`src/hdl/topic_prefix_subscription_filter_assert.svh`:
```
// -----------------------------------------------------------------------------
// Topic prefix filter assertion macros
// Concurrent checks clocked on clk and disabled while rst_n is low.
// -----------------------------------------------------------------------------
`ifndef TOPIC_PREFIX_SUBSCRIPTION_FILTER_ASSERT_SVH
`define TOPIC_PREFIX_SUBSCRIPTION_FILTER_ASSERT_SVH

`ifndef ASSERT_OFF

// condition holds at every edge
`define TPSF_ASSERT_NOW(lbl, expr) \
    lbl: assert property (@(posedge clk) disable iff (!rst_n) (expr)) \
        else $error("tpsf check failed");

// consequent holds in the cycle after the antecedent
`define TPSF_ASSERT_NEXT(lbl, ante, cons) \
    lbl: assert property (@(posedge clk) disable iff (!rst_n) (ante) |=> (cons)) \
        else $error("tpsf check failed");

`else

`define TPSF_ASSERT_NOW(lbl, expr)
`define TPSF_ASSERT_NEXT(lbl, ante, cons)

`endif

`endif

```
`src/hdl/tpsf_pkg.sv`:
```
// -----------------------------------------------------------------------------
// Topic prefix filter package
// Defaults, command and status codes, and the cell control structs.
// -----------------------------------------------------------------------------
package tpsf_pkg;

    localparam int CONNECTIONS_DEF = 4;
    localparam int ENTRIES_DEF     = 8;
    localparam int TOPIC_BYTES_DEF = 16;

    localparam logic [7:0] CMD_BYTE_SUB = 8'd1;

    typedef enum logic [1:0] {
        CMD_NONE   = 2'd0,
        CMD_SUB    = 2'd1,
        CMD_UNSUB  = 2'd2,
        CMD_IGNORE = 2'd3
    } tpsf_cmd_t;

    typedef enum logic [2:0] {
        ST_PUBLISHED    = 3'd0,
        ST_SUBSCRIBED   = 3'd1,
        ST_UNSUBSCRIBED = 3'd2,
        ST_NOT_FOUND    = 3'd3,
        ST_REJECTED     = 3'd4,
        ST_IGNORED      = 3'd5
    } tpsf_status_t;

    // per-connection control broadcast to that connection's cells
    typedef struct packed {
        logic pick;          // command byte of a subscribe: claim lowest free slot
        logic cmp;           // compare this byte
        logic exact;         // unsubscribe compare: too-short entries fail
        logic wr;            // store topic byte in the claimed slot
        logic commit_sub;
        logic commit_unsub;
        logic end_msg;
    } tpsf_ctl_t;

    // running result handed from cell to cell along a connection
    typedef struct packed {
        logic free;          // a free slot seen so far
        logic unsub;         // an exact match seen so far
        logic pub;           // a prefix match seen so far
    } tpsf_chain_t;

endpackage

```
`src/hdl/tpsf_cell.sv`:
```
// -----------------------------------------------------------------------------
// Topic prefix filter cell
// One subscription slot: topic bytes, length, valid and running match flag.
// -----------------------------------------------------------------------------
module tpsf_cell
    import tpsf_pkg::*;
#(
    parameter int TOPIC_BYTES = TOPIC_BYTES_DEF
)
(
    input  logic                                    clk,
    input  logic                                    rst_n,
    input  tpsf_ctl_t                               ctl,
    input  logic [7:0]                              data_byte,
    input  logic [$clog2(TOPIC_BYTES + 1) - 1:0]    pos,
    input  logic [$clog2(TOPIC_BYTES + 1) - 1:0]    pos_fin,
    input  logic [(TOPIC_BYTES > 1 ? $clog2(TOPIC_BYTES) : 1) - 1:0] rd_addr,
    input  tpsf_chain_t                             chain_in,
    output tpsf_chain_t                             chain_out
);

    localparam int PW = $clog2(TOPIC_BYTES + 1);
    localparam int AW = TOPIC_BYTES > 1 ? $clog2(TOPIC_BYTES) : 1;

    logic [7:0]    mem [TOPIC_BYTES];
    logic [7:0]    rd_reg;
    logic [PW-1:0] len_reg;
    logic          valid_reg, valid_next;
    logic          match_reg, match_next;
    logic          tgt_reg, tgt_next;

    logic          we;
    logic [AW-1:0] wr_addr;
    logic          differ;
    logic          match_now;
    logic          unsub_hit;
    logic          pub_hit;
    logic          pick;
    logic          drop;
    logic          take;

    assign wr_addr = pos[AW-1:0];
    assign we      = ctl.wr && tgt_reg;

    // read data is prefetched at the position the next word will use
    always_ff @(posedge clk)
    begin
        if (we)
        begin
            mem[wr_addr] <= data_byte;
        end
        if (we && (wr_addr == rd_addr))
        begin
            rd_reg <= data_byte;
        end
        else
        begin
            rd_reg <= mem[rd_addr];
        end
    end

    always_comb
    begin
        if (pos >= len_reg)
        begin
            differ = ctl.exact;
        end
        else
        begin
            differ = (rd_reg != data_byte);
        end
        match_now = match_reg && !(ctl.cmp && valid_reg && differ);
        unsub_hit = valid_reg && match_now && (len_reg == pos_fin);
        pub_hit   = valid_reg && match_now && (len_reg <= pos_fin);
        pick      = ctl.pick && !valid_reg && !chain_in.free;
        drop      = ctl.commit_unsub && unsub_hit && !chain_in.unsub;
        take      = ctl.commit_sub && tgt_reg;

        chain_out.free  = chain_in.free  || !valid_reg;
        chain_out.unsub = chain_in.unsub || unsub_hit;
        chain_out.pub   = chain_in.pub   || pub_hit;

        valid_next = valid_reg;
        if (take)
        begin
            valid_next = 1'b1;
        end
        else if (drop)
        begin
            valid_next = 1'b0;
        end
        match_next = ctl.end_msg ? 1'b1 : match_now;
        tgt_next   = ctl.end_msg ? 1'b0 : (pick ? 1'b1 : tgt_reg);
    end

    always_ff @(posedge clk or negedge rst_n)
    begin
        if (!rst_n)
        begin
            valid_reg <= 1'b0;
            match_reg <= 1'b1;
            tgt_reg   <= 1'b0;
        end
        else
        begin
            valid_reg <= valid_next;
            match_reg <= match_next;
            tgt_reg   <= tgt_next;
        end
    end

    always_ff @(posedge clk)
    begin
        if (take)
        begin
            len_reg <= pos_fin;
        end
    end

endmodule
```
`config.mk`:
```
export PLATFORM = sky130hd
export DESIGN_NAME = tpsf_cell
export DESIGN_NICKNAME = d
export VERILOG_FILES = /design/src/hdl/topic_prefix_subscription_filter_assert.svh /design/src/hdl/tpsf_pkg.sv /design/src/hdl/tpsf_cell.sv
export SDC_FILE = /design/constraint.sdc
export NUM_CORES = 1
export LEC_CHECK = 0
export BUFFER_PORTS_ARGS = -buffer_cell sky130_fd_sc_hd__buf_2
export CAP_MARGIN = 15
export CORE_MARGIN = 2
export CORE_UTILIZATION = 60
export DETAILED_ROUTE_END_ITERATION = 8
export PLACE_DENSITY_LB_ADDON = 0.12
export SYNTH_ARGS = -nofsm -noshare
export SYNTH_HDL_FRONTEND = slang
export SYNTH_SLANG_ARGS = --single-unit
```
`constraint.sdc`:
```
create_clock -name clk -period 2.5 [get_ports clk]
set_input_delay 0.25 -clock clk [delete_from_list [all_inputs] [get_ports clk]]
set_output_delay 0.25 -clock clk [all_outputs]
set_load 0.005 [all_outputs]
```
==> metrics <==
area of the multi-input gates=1530 um2; Area growth syn-to-layout=23.8%; die footprint=10400 um2; Clock Skews=0.00861 ns; pin count of the biggest net entering global routing=19; GRT Total Usage=0.261; worst min-delay path class=in2async; min Tclk post-route=3.18 ns; synth unique cells=40; routability cong.=0.797; post-DP HPWL=7630 um; Critical Path Fanout Max=6; count of final setup violators=3; Max Fclk=315 MHz; routed len/inst=23.1 um; number of I/O port buffers=36; worst-margin pin slew=0.735 ns; Final Util=0.771; Final Max Tran Viols=0; syn avg cell area=19.5 um2; WL final=12400 um; crit path DAT=2.93 ns; CTS tree=done; Cell Rows=35; First-pass DRT Iterations=5; Die W=102 um; async set-or-reset flop fraction in the synthesized netlist=0.0214; Fill cells=543; clock insertion delay at the later pin of the skew report=0.52 ns; initial antenna violation count=0; CP Capture Type=primary output; worst setup margin=-0.678 ns; first-pass GRT wire length=18400 um; antenna cell count=0; Syn Inst Count=296; Hold Fails Final Rpt=0; initial DRC count=304; total CTS buffers=17; LEAKAGE=2.58 nW; initial core utilization=0.623; number of flops mapped to enable cells by yosys=133; nets=438; Syn. warnings=0; status=finished, violations left; Setup Crit Path Kind=reg2out; clk buf depth=2; post-synthesis sequential area ratio=0.717; peak supply drop=563 uV; # clock sinks=140; post-route antenna net violation count=0; I/O pins=37; Worst setup SP type=flip-flop; commonest non-fill, non-tap cells in the layout=edfxtp_1, buf_2, buf_4; CP required=2.25 ns; routed vias/inst=5.86; max reg flops=128; violated checks=negative setup slack; Top FF cell, synth=edfxtp_1; total gr overflow=0; setup repair after global routing missed its margin=true; # DRC=0; maxcap violations=0; max_slew headroom=0.506; vias post-DR=3141; Mapped Nets=340; CTS root buf=clkbuf_8; #FFs+latches synth=140; Setup TNS=-1.36 ns; Register Area=4160 um2; share of cells above drive strength 1=0.373; commonest non-fill, non-tap cell in the layout=edfxtp_1; Synth Cell Area=5790 um2; depth of the most critical reg-to-reg path=10; Chip Height=102 um; pwr/cell area=737 nW/um2; core footprint=9280 um2; CTS HTree Levels=4; clk slew on worst S/H paths=0.06 ns; number of global-route vias before repair=3158; Final period util=1.27
-- cell usage after synthesis (2+ instances only) --
cell	number	area share
clkbuf_1	2	0.0013
a21oi_1	3	0.0026
buf_6	3	0.0058
a21o_1	2	0.0026
xnor2_1	7	0.011
nand2_1	6	0.0039
edfxtp_1	133	0.69
nand3_1	2	0.0017
nor2_1	17	0.011
nand2b_1	3	0.0032
inv_1	12	0.0078
buf_2	3	0.0026
dfrtp_1	2	0.0087
a41o_1	2	0.0035
ha_1	10	0.022
o21bai_1	2	0.0026
a21oi_2	2	0.0030
nor3_1	4	0.0035
xor2_1	3	0.0045
nor2b_1	3	0.0032
nand4_1	3	0.0032
dfxtp_1	4	0.014
buf_4	2	0.0026
mux4_1	5	0.023
o21ai_0	2	0.0017
mux4_2	27	0.11
mux2i_1	19	0.033
-- where the power goes --
group          internal (mW)  switching (mW)  leakage [nW]  total (mW)
sequential              2.59          0.0260          1.26        2.62
clock                   1.32           0.963         0.255        2.29
combinational          0.195           0.182          1.06       0.377
-- per-stage QoR --
step,instances,cell area (um2),power [mW],setup slack [ns],hold WS [ns]
6_report,536,7160,5.28,-0.678,0.0551
5_1_grt,536,7160,5.44,-0.804,0.0285
4_1_cts,535,7130,5.30,-0.689,0.0341
3_5_place_dp,487,6380,2.99,-0.119,0.0473
3_3_place_gp,487,6380,2.98,-0.0938,0.0473
2_1_floorplan,296,5790,2.85,0.176,-0.0456
-- metal layers --
metal	routed length [um]	share of wire	up-vias	track usage
met5	0	0	-	0
met4	278	0.022	0	0.0892
met3	801	0.065	22	0.0670
met2	6350	0.51	135	0.428
met1	4940	0.40	1600	0.346
li1	-	-	1384	-
-- area by class of cell --
class | count | share of cell area
Timing Repair Buffer | 90 | 0.102
Multi-Input combinational cell | 133 | 0.213
Inverter | 12 | 0.00629
Sequential cell | 140 | 0.580
Tap cell | 129 | 0.0225
Clock inverter | 13 | 0.0166
Clock buffer | 19 | 0.0589
-- worst paths after layout --
check / from / end / slack, ns
min: rst_n / valid_reg$_DFFE_PN0P_ / 0.06
max reg2reg: flip-flop / match_reg$_DFF_PN1_ / -0.01
max in group asynchronous: rst_n / match_reg$_DFF_PN1_ / 2.25
min in group clk: data_byte[5] / mem[7][5]$_DFFE_PP_ / 0.13
max: flip-flop / chain_out[0] / -0.68
min reg2reg: match_reg$_DFF_PN1_ / match_reg$_DFF_PN1_ / 0.57
-- critical path: stages (launching register included) --
cell     delay [ns]
dfxtp_4        0.39
buf_12         0.14
buf_6          0.10
mux4_2         0.48
mux2i_1        0.17
mux2i_1        0.11
xnor2_1        0.24
nand4_1        0.23
o31ai_4        0.25
a41o_1         0.19
buf_2          0.10
-- repair_timing --
action / in CTS / in global routing
gates resized for setup: 13 / 5
pin swaps: 7 / 8
setup endpoints to repair: 4 / 4
gates cloned: 1 / 0
hold buffers: 12 / 0
endpoints found under the hold margin: 14 / 0
setup buffers: 3 / 1
-- logic make-up after synthesis --
family | after synthesis | share of synthesized area
buf+inv | 23 | 0.0236
xor+xnor | 10 | 0.0151
fa+ha+maj | 10 | 0.0216
mux | 52 | 0.163
flops | 140 | 0.717
simple gates | 42 | 0.0346
compound gates | 19 | 0.0251
No activity file was read; power rests on OpenSTA's default activity.
